`src/rtl/core/assert_macros.svh`:
```
// Assertion macros for the RTL of the neighbor counter.
// Standalone header with no dependencies; included by files that check their own logic.
`ifndef ASSERT_MACROS_SVH
`define ASSERT_MACROS_SVH

// The condition implies the expression in the same cycle.
`define ASSERT_NOW(label, clk, rst_n, cond, expr) \
  label: assert property (@(posedge clk) disable iff (!rst_n) (cond) |-> (expr)) \
    else $error("same-cycle check failed");

// The condition implies the expression in the next cycle.
`define ASSERT_NEXT(label, clk, rst_n, cond, expr) \
  label: assert property (@(posedge clk) disable iff (!rst_n) (cond) |=> (expr)) \
    else $error("next-cycle check failed");

`endif

```
`src/rtl/core/ucnt_pkg.sv`:
```
// Package of the neighbor counter: sizes, request codes and the ID type.
// No dependencies; used by every module of the block.
package ucnt_pkg;

  localparam int MaxEntries = 16;
  localparam int CntW = $clog2(MaxEntries + 1);
  localparam int PeriodW = 16;
  localparam logic [PeriodW-1:0] PeriodReset = 16'd4005;

  localparam logic ReqAdd  = 1'b0;
  localparam logic ReqTick = 1'b1;

  typedef struct packed {
    logic [31:0] w0;
    logic [31:0] w1;
    logic [31:0] w2;
  } id_t;

  typedef struct packed {
    logic report;
  } tmr_stat_t;

endpackage

```
`src/rtl/core/ucnt_cell.sv`:
```
// One cell of the ID chain: holds one stored ID and compares it with the probe.
// Depends on ucnt_pkg for the ID type.
module ucnt_cell (
  input  logic          clk,
  input  logic          shift_en,
  input  logic          occupied,
  input  ucnt_pkg::id_t prev_id,
  input  ucnt_pkg::id_t probe_id,
  output ucnt_pkg::id_t entry_id,
  output logic          match
);

  ucnt_pkg::id_t entry_r;

  always_ff @(posedge clk) begin
    if (shift_en) begin
      entry_r <= prev_id;
    end
  end

  assign entry_id = entry_r;
  assign match    = occupied && (entry_r == probe_id);

endmodule

```
`src/rtl/core/ucnt_timer.sv`:
```
// Report period register and millisecond timer of the neighbor counter.
// Depends on ucnt_pkg for widths, reset period and the status struct.
module ucnt_timer (
  input  logic                         clk,
  input  logic                         rst_n,
  input  logic                         cfg_wr_en,
  input  logic [ucnt_pkg::PeriodW-1:0] cfg_wr_data,
  input  logic                         tick_en,
  output ucnt_pkg::tmr_stat_t          stat
);

  logic [ucnt_pkg::PeriodW-1:0] period_r;
  logic [ucnt_pkg::PeriodW-1:0] timer_r;
  logic [ucnt_pkg::PeriodW-1:0] timer_nxt;
  logic [ucnt_pkg::PeriodW-1:0] timer_inc;
  logic                         elapsed;

  assign timer_inc = timer_r + ucnt_pkg::PeriodW'(1);
  assign elapsed   = (timer_inc >= period_r) || (timer_inc == '0);

  always_comb begin
    timer_nxt = timer_r;
    if (tick_en) begin
      timer_nxt = elapsed ? '0 : timer_inc;
    end
  end

  always_ff @(posedge clk) begin
    if (!rst_n) begin
      period_r <= ucnt_pkg::PeriodReset;
      timer_r  <= '0;
    end else begin
      if (cfg_wr_en) begin
        period_r <= cfg_wr_data;
      end
      timer_r <= timer_nxt;
    end
  end

  assign stat.report = tick_en && elapsed;

endmodule

```
`src/rtl/core/unique_id_neighbour_counter.sv`:
```
// Top level of the neighbor counter: chain of ID cells, timer and result register.
// Depends on ucnt_pkg, ucnt_cell, ucnt_timer and assert_macros.svh.
//
// The input channel carries one beat per request: an add beat (req_type 0) with a
// 96-bit ID, or a tick beat (req_type 1) standing for one millisecond. Every input
// beat yields exactly one output beat with the entry count and the status flags.
// An add beat is compared against all stored entries at once, one comparator per
// cell, and a new ID is shifted into the head of the chain in the same cycle.
// A tick beat advances the timer; when the period elapses the beat reports whether
// any entry was stored and the table is emptied.
// Each result is registered and appears in the cycle after its beat is accepted.
// One beat is accepted per cycle while in_stall is low.
// While the receiver stalls a pending result, in_stall is raised and the result
// holds; a new beat is taken in the cycle the pending one leaves.
// The user writes the report period through cfg_wr_en/cfg_wr_data only while idle;
// the block has no check. After reset: table empty, timer zero, period 4005 ms.
`include "assert_macros.svh"

module unique_id_neighbour_counter (
  input  logic                         clk,
  input  logic                         rst_n,
  input  logic                         cfg_wr_en,
  input  logic [ucnt_pkg::PeriodW-1:0] cfg_wr_data,
  input  logic                         in_valid,
  output logic                         in_stall,
  input  logic                         in_req_type,
  input  logic [31:0]                  in_id_word0,
  input  logic [31:0]                  in_id_word1,
  input  logic [31:0]                  in_id_word2,
  output logic                         out_valid,
  input  logic                         out_stall,
  output logic [ucnt_pkg::CntW-1:0]    out_neighbour_count,
  output logic                         out_already_known,
  output logic                         out_dropped_full,
  output logic                         out_report_valid,
  output logic                         out_indicator_on
);

  localparam int N = ucnt_pkg::MaxEntries;

  logic                      accept_in;
  logic                      is_add;
  logic                      hit;
  logic                      full;
  logic                      insert;
  ucnt_pkg::id_t             probe_id;
  ucnt_pkg::id_t             chain [N+1];
  logic [N-1:0]              match;
  ucnt_pkg::tmr_stat_t       tmr_stat;
  logic [ucnt_pkg::CntW-1:0] cnt_r;
  logic [ucnt_pkg::CntW-1:0] cnt_nxt;
  logic                      out_valid_r;
  logic                      out_valid_nxt;
  logic [ucnt_pkg::CntW-1:0] count_r;
  logic                      known_r;
  logic                      dropped_r;
  logic                      rvalid_r;
  logic                      ind_r;

  assign in_stall  = out_valid_r && out_stall;
  assign accept_in = in_valid && !in_stall;
  assign is_add    = (in_req_type == ucnt_pkg::ReqAdd);

  assign probe_id.w0 = in_id_word0;
  assign probe_id.w1 = in_id_word1;
  assign probe_id.w2 = in_id_word2;
  assign chain[0]    = probe_id;

  assign hit    = |match;
  assign full   = (cnt_r == ucnt_pkg::CntW'(N));
  assign insert = accept_in && is_add && !hit && !full;

  for (genvar i = 0; i < N; i++) begin : g_cell
    ucnt_cell u_cell (
      .clk      (clk),
      .shift_en (insert),
      .occupied (ucnt_pkg::CntW'(i) < cnt_r),
      .prev_id  (chain[i]),
      .probe_id (probe_id),
      .entry_id (chain[i+1]),
      .match    (match[i])
    );
  end

  ucnt_timer u_timer (
    .clk         (clk),
    .rst_n       (rst_n),
    .cfg_wr_en   (cfg_wr_en),
    .cfg_wr_data (cfg_wr_data),
    .tick_en     (accept_in && (in_req_type == ucnt_pkg::ReqTick)),
    .stat        (tmr_stat)
  );

  always_comb begin
    cnt_nxt = cnt_r;
    if (insert) begin
      cnt_nxt = cnt_r + ucnt_pkg::CntW'(1);
    end else if (tmr_stat.report) begin
      cnt_nxt = '0;
    end
  end

  always_comb begin
    out_valid_nxt = out_valid_r && out_stall;
    if (accept_in) begin
      out_valid_nxt = 1'b1;
    end
  end

  always_ff @(posedge clk) begin
    if (!rst_n) begin
      cnt_r       <= '0;
      out_valid_r <= 1'b0;
    end else begin
      cnt_r       <= cnt_nxt;
      out_valid_r <= out_valid_nxt;
    end
  end

  always_ff @(posedge clk) begin
    if (accept_in) begin
      count_r   <= cnt_nxt;
      known_r   <= is_add && hit;
      dropped_r <= is_add && !hit && full;
      rvalid_r  <= tmr_stat.report;
      ind_r     <= tmr_stat.report && (cnt_r != '0);
    end
  end

  assign out_valid           = out_valid_r;
  assign out_neighbour_count = count_r;
  assign out_already_known   = known_r;
  assign out_dropped_full    = dropped_r;
  assign out_report_valid    = rvalid_r;
  assign out_indicator_on    = ind_r;

  `ASSERT_NOW(a_cnt_bound, clk, rst_n, 1'b1, cnt_r <= ucnt_pkg::CntW'(N))
  `ASSERT_NOW(a_report_clears, clk, rst_n, out_valid && out_report_valid,
              out_neighbour_count == '0 && !out_already_known && !out_dropped_full)
  `ASSERT_NOW(a_flags_excl, clk, rst_n, out_valid && out_already_known,
              !out_dropped_full && !out_indicator_on)
  `ASSERT_NEXT(a_insert_grows, clk, rst_n, insert,
               cnt_r == $past(cnt_r) + ucnt_pkg::CntW'(1))

endmodule

```
`config.mk`:
```
export PLATFORM = sky130hd
export DESIGN_NAME = unique_id_neighbour_counter
export DESIGN_NICKNAME = d
export VERILOG_FILES = /design/src/rtl/core/ucnt_pkg.sv /design/src/rtl/core/ucnt_cell.sv /design/src/rtl/core/ucnt_timer.sv /design/src/rtl/core/unique_id_neighbour_counter.sv
export VERILOG_INCLUDE_DIRS = /design/src /design/src/rtl/core
export SDC_FILE = /design/constraint.sdc
export NUM_CORES = 2
export LEC_CHECK = 0
export CORE_ASPECT_RATIO = 1.25
export CORE_UTILIZATION = 55
export DETAILED_ROUTE_END_ITERATION = 6
export DONT_BUFFER_PORTS = 1
export PLACE_DENSITY = 0.73
export SYNTH_ARGS = -nofsm -noshare
export SYNTH_HDL_FRONTEND = slang
export SYNTH_HIERARCHICAL = 1
export SYNTH_SLANG_ARGS = --single-unit
```
`constraint.sdc`:
```
create_clock -name clk -period 73 [get_ports clk]
set_clock_uncertainty 0.15 [all_clocks]
set_input_delay 7.3 -clock clk [delete_from_list [all_inputs] [get_ports clk]]
set_output_delay 7.3 -clock clk [all_outputs]
set_load 0.02 [all_outputs]
```
After elaboration in Yosys (flattened, before gate mapping) --
Index checks and enable logic that the tools add are counted.
Word-level totals: bits in read-only memories 0, memory bits (writable) 0, latch bits 0, bits in registers 1583, bits of input ports 118, memories 0
Cells by class: eq/ne operators 17, magnitude comparators 17, reductions and logical operators 34, add/sub/neg operators 2, muxes and demuxes 4, shift-type cells 0, bitwise operators 1, div/mod/pow operators 0, multipliers 0
Operators by type and width (number):
- $eq 96x96->1 | 16
- $lt 4x5->1 const A | 8
- $logic_and 1x1->1 | 27
- $lt 3x5->1 const A | 4
- $add 16x1->16 const B | 1
- $ge 16x16->1 | 1
- $logic_not 16->1 | 1
- $mux 16 | 1
- $reduce_or 16->1 | 1
- $lt 1x5->1 const A | 2
- $lt 2x5->1 const A | 2
- $mux 5 | 2
- $add 5x1->5 const B | 1
- $eq 5x5->1 const B | 1
- $reduce_bool 5->1 | 1
- $logic_not 1->1 | 3
- $logic_or 1x1->1 | 1
- $mux 1 | 1
- $not 1->1 | 1

Logic depth before layout (Yosys ltp) --
depth in word-level cells 7, depth in mapped cells 17, depth with buffers taken out 15

Cells and area by module --
The synthesis kept the hierarchy.
Modules (own cells, without submodules):
- ucnt_cell | cells each 266, area an instance 4090.2 µm², instances 16
- ucnt_timer | cells each 298, area an instance 2459.9 µm², instances 1
- unique_id_neighbour_counter | cells each 96, area an instance 887.1 µm², instances 1

Worst setup path after synthesis --
No wires, ideal clock.
path kind input port to flip-flop, start point in in_id_word0[26], end point reg g_cell[0].u_cell.entry_r (netlist bit g_cell[0].u_cell/entry_id[0]), enable pin, cell stages on the path 8, setup slack -2472 ps, data arrival time 71827 ps, path buffers 0, library setup time 3495 ps, cell sequence and2b_2 > a2111o_1 > nor4_1 > nand4_1 > nor4_2 > nor4_1 > nand4_1 > nor2_1
Between the ends: cells in the longest elaborated chain, start to end 6, elaborated cells on any way between the ends 36, those cells by class eq/ne (16); reduce/logical (20)
RTL lines:
- start, declared | line unique_id_neighbour_counter.sv:27 | input logic [31:0] in_id_word0,
- $eq 96x96->1 | line ucnt_cell.sv:22 | assign match = occupied && (entry_r == probe_id);
- $logic_and 1x1->1 | line ucnt_cell.sv:22
- via match[11] | line unique_id_neighbour_counter.sv:48 | logic [N-1:0] match;
- $reduce_or 16->1 | line unique_id_neighbour_counter.sv:69 | assign hit = |match;
- $logic_not 1->1 | line unique_id_neighbour_counter.sv:71 | assign insert = accept_in && is_add && !hit && !full;
- $logic_and 1x1->1 (2 in series) | line unique_id_neighbour_counter.sv:71
- via insert | line unique_id_neighbour_counter.sv:45 | logic insert;
- end signal, assigned | line ucnt_cell.sv:17 | entry_r <= prev_id;
- end, declared | line ucnt_cell.sv:13 | ucnt_pkg::id_t entry_r;
The timed path passes the listed nets, and every way through them passes these cells. A chain may end at the register's enable or synchronous reset.

Worst setup path in the final report --
start point in out_stall, end point out in_stall
Between the ends: cells in the longest elaborated chain, start to end 1
RTL lines:
- start, declared | line unique_id_neighbour_counter.sv:31 | input logic out_stall,
- $logic_and 1x1->1 | line unique_id_neighbour_counter.sv:60 | assign in_stall = out_valid_r && out_stall;
- end, declared | line unique_id_neighbour_counter.sv:25 | output logic in_stall,
No other way between the ends.

==> reports/metrics.csv <==
stage,metric,value,unit
power,power share of the sequential group,54.4,%
detailed_routing,Via density,5.81,
place,PortBufs,0,
synth,cell count after synthesis,4650,
detailed_routing,Highest Signal Layer,met4,
worst_hold_path,hold path startpoint,g_cell[4].u_cell/entry_id[19]$_DFFE_PP_,
clock_tree,CTS tree,built,
synth,yosys warns,6,
clock_tree,post-CTS setup buffer count,0,
synth,Synth area leaders,"edfxtp_1, xnor2_1, xor2_1, inv_1, nor2b_1",
synth,"Seq/Total Area, Yosys",68.5,%
power,Pint,1540,uW
clock_tree,TritonCTS buffer count,153,
power,Clk pwr share,40.2,%
power,PD cells,25.7,nW/um^2
critical_path,critical path required time,65.55,ns
critical_path,r2r startpoint,cnt_r[4]$_SDFF_PN0_,
cells_and_area,Area Growth Syn to Fin,10.3,%
critical_path,crit-path cells,and2_1,
power,peak supply drop,0.0229,mV
detailed_routing,Detail Route Antenna Nets,0,
detailed_routing,met2 WL,79.9,mm
critical_path,worst-path fanout max,2,
clock_tree,hold_buf cts,0,
sta,setup_tns,0,ns
detailed_routing,number of remaining DRC errors,6,
synth,leading area contributor after synthesis,edfxtp_1,
global_routing,GR Overflow Total,0,
clock_tree,clock root buffer,clkbuf_16,
sta,Slew headroom,6.23,%
detailed_routing,routed wl met3,9.15,mm
detailed_routing,routed vias,37900,
detailed_routing,drt first pass iters,7,
run,max_cap viols,0,
place,GP Congestion,0.922,
global_routing,largest net degree at the start of global routing,219,
critical_path,dominant delay contributor by cell family on the critical path,simple AND/OR/NAND/NOR gates,
critical_path,CP Launch Type,primary input,
global_routing,vias in the first global route,38800,
synth,Post-Synthesis Cell Area,68800,um^2
run_status,failing checks,DRC,
synth,"Primary FF master, synth",edfxtp_1,
sta,Final Hold Fails,0,
global_routing,antenna violations before repair,2,
floorplan,total core area,124000,um^2
sta,final worst path period share,20.5,%
floorplan,Initial Utilization,55.7,%
power,Comb pwr share,5.4,%
global_routing,first-pass GRT wire length,229,mm
synth,synth unique cells,71,
floorplan,# IOs,129,
power,leak pwr,0.0251,uW
run_status,outcome,"finished, violations left",
detailed_routing,starting DRC count in detailed routing,3668,
detailed_routing,WL final,156,mm
synth,"Async S/R FF share, synth",0,%
clock_tree,H-tree depth,4,
critical_path,"Slowest-stage cell, CP",and2_1,
power,"Power, Total",1950,uW
critical_path,Critical Path Start,out_stall,
critical_path,slowest cell delay on critical path,0.23,ns
clock_tree,clock tree buffer depth,3,
clock_tree,worst-skew pair later-pin latency,0.78,ns
clock_tree,"Reg clk slew, reported paths",0.06,ns
power,Sw Share,21.2,%
synth,Post-synth EDFFs,1545,
synth,area share of the largest cell type after synthesis,67.4,%
place,hpwl dp,113,mm
sta,final setup fails,0,
critical_path,crit path kind,primary input to output port,
floorplan,DIE AREA,127000,um^2
synth,"FF+latch count, synth",1583,
detailed_routing,wire per inst,23.8,um
worst_hold_path,Worst Hold Class,register to register,
global_routing,overall routing resource usage,24.5,%
critical_path,Crit path buffers/inverters,0,
detailed_routing,met1 wire length,54.5,mm
cells_and_area,layout cell share with drive strength beyond 1,6.03,%
sta,Tmin final,14.98,ns
clock_tree,clock sink total,1583,
synth,average size of a mapped cell,14.8,um^2
cells_and_area,nets,4942,
sta,Slew @ Worst Pin,1.37,ns
critical_path,Critical Path Sink Type,output port,
clock_tree,Resized Gates After CTS,0,
critical_path,Critical Path AT,7.53,ns
cells_and_area,# fillers,8856,
floorplan,DIE HEIGHT,397,um
sta,max-slew violations,0,
cells_and_area,Ant. Diodes,0,
sta,fmax,66.7,MHz
synth,Post-Syn Nets,4788,
floorplan,FP Rows,144,
power,P_sw,413,uW
floorplan,Die Wd,318,um
sta,RSZ-0062 raised after global routing,false,
-- final cells by class --
cell class	instances	area (um^2)	area share, %
inverters	443	1660	2.19
multi-input cells	2590	19800	26.1
flip-flops and latches	1583	47200	62.2
repair buffers	33	285	0.376
clock inverters	80	811	1.07
well taps	1606	2010	2.65
clock buffers	199	4130	5.44
-- power groups by stage --
stage	Sequential [uW]	Combinational, uW	Clock, uW
CTS	1060	107	795
detailed placement	1080	106	0
floorplan	1130	79.4	0
finish	1060	106	783
global placement	1080	104	0
global route	1060	114	826
-- metal layers --
layer	vias to the layer above	track usage, %
li1	17800	-
met1	18600	25.9
met2	1199	43.8
met3	400	4.76
met4	0	17.5
met5	-	0
-- kinds of logic (layout without fill, tap and decap cells) --
group           after synthesis  count (layout)  synth area share (%)
flops                      1583            1583                  68.5
simple gates               1066            1066                  9.61
xor+xnor                    977             977                  12.4
compound gates              516             516                  6.18
buf+inv                     477             755                  2.68
fa+ha+maj                    20              20                 0.364
mux                          11              11                 0.180
-- metrics by stage --
step	area [um^2]	instances	hold slack [ns]	setup WS (ns)	util, %
6_report	75900	6534	0.281	58.02	61.4
3_5_place_dp	70900	6255	0.282	58.01	57.4
2_1_floorplan	68800	4650	0.276	23.81	-
4_1_cts	75900	6534	0.284	58.02	61.4
3_3_place_gp	70900	6255	0.277	58.01	57.4
5_1_grt	75900	6534	0.296	58.01	61.4
-- flip-flops by register name (all words and copies together), names as in the netlist --
name,count
out_valid,1
u_timer/timer_r,16
u_timer/period_r,16
g_cell.u_cell/entry_id,1536
cnt_r,5
out_dropped_full,1
out_neighbour_count,5
out_indicator_on,1
out_report_valid,1
out_already_known,1
-- placed cells by master, fill, tap and decap left out, types with 24 or more instances in the layout --
master / instances
a2111o_1: 64
a2111oi_0: 32
a22o_1: 33
a22oi_1: 32
buf_4: 30
clkbuf_1: 39
clkbuf_16: 158
clkinv_1: 27
dfxtp_1: 38
edfxtp_1: 1545
inv_1: 442
nand2_1: 37
nand2b_1: 198
nand3_1: 49
nand4_1: 230
nor2_1: 32
nor2b_1: 246
nor4_1: 174
o2111ai_1: 69
o211ai_1: 31
o21ai_0: 24
o221ai_1: 32
o22ai_1: 112
o2bb2ai_1: 32
xnor2_1: 747
xor2_1: 230
-- synth_stat cells (17+ instances only) --
cell       count
nor2b_1      246
a22oi_1       32
a22o_1        33
edfxtp_1    1545
dfxtp_1       38
nor2_1        33
nand4_1      230
nand2b_1     198
o211ai_1      31
nand3_1       49
inv_1        442
xnor2_1      747
o21ai_0       24
o221ai_1      32
nor4_2        17
nand2_1       37
and3_1        20
a2111o_1      64
clkbuf_1      17
o22ai_1      112
xor2_1       230
o2bb2ai_1     32
nor3_1        21
nor4_1       174
ha_1          20
a2111oi_0     32
o2111ai_1     69
-- path summary, 6_finish.rpt --
path	to	slack [ns]	cells after the start
min reg2reg	g_cell[5].u_cell/entry_id[19]$_DFFE_PP_	0.28	0
max	in_stall	58.02	1
max reg2reg	g_cell[2].u_cell/entry_id[47]$_DFFE_PP_	64.19	16
min	g_cell[5].u_cell/entry_id[19]$_DFFE_PP_	0.28	0
(Power assumes the default switching activity.)
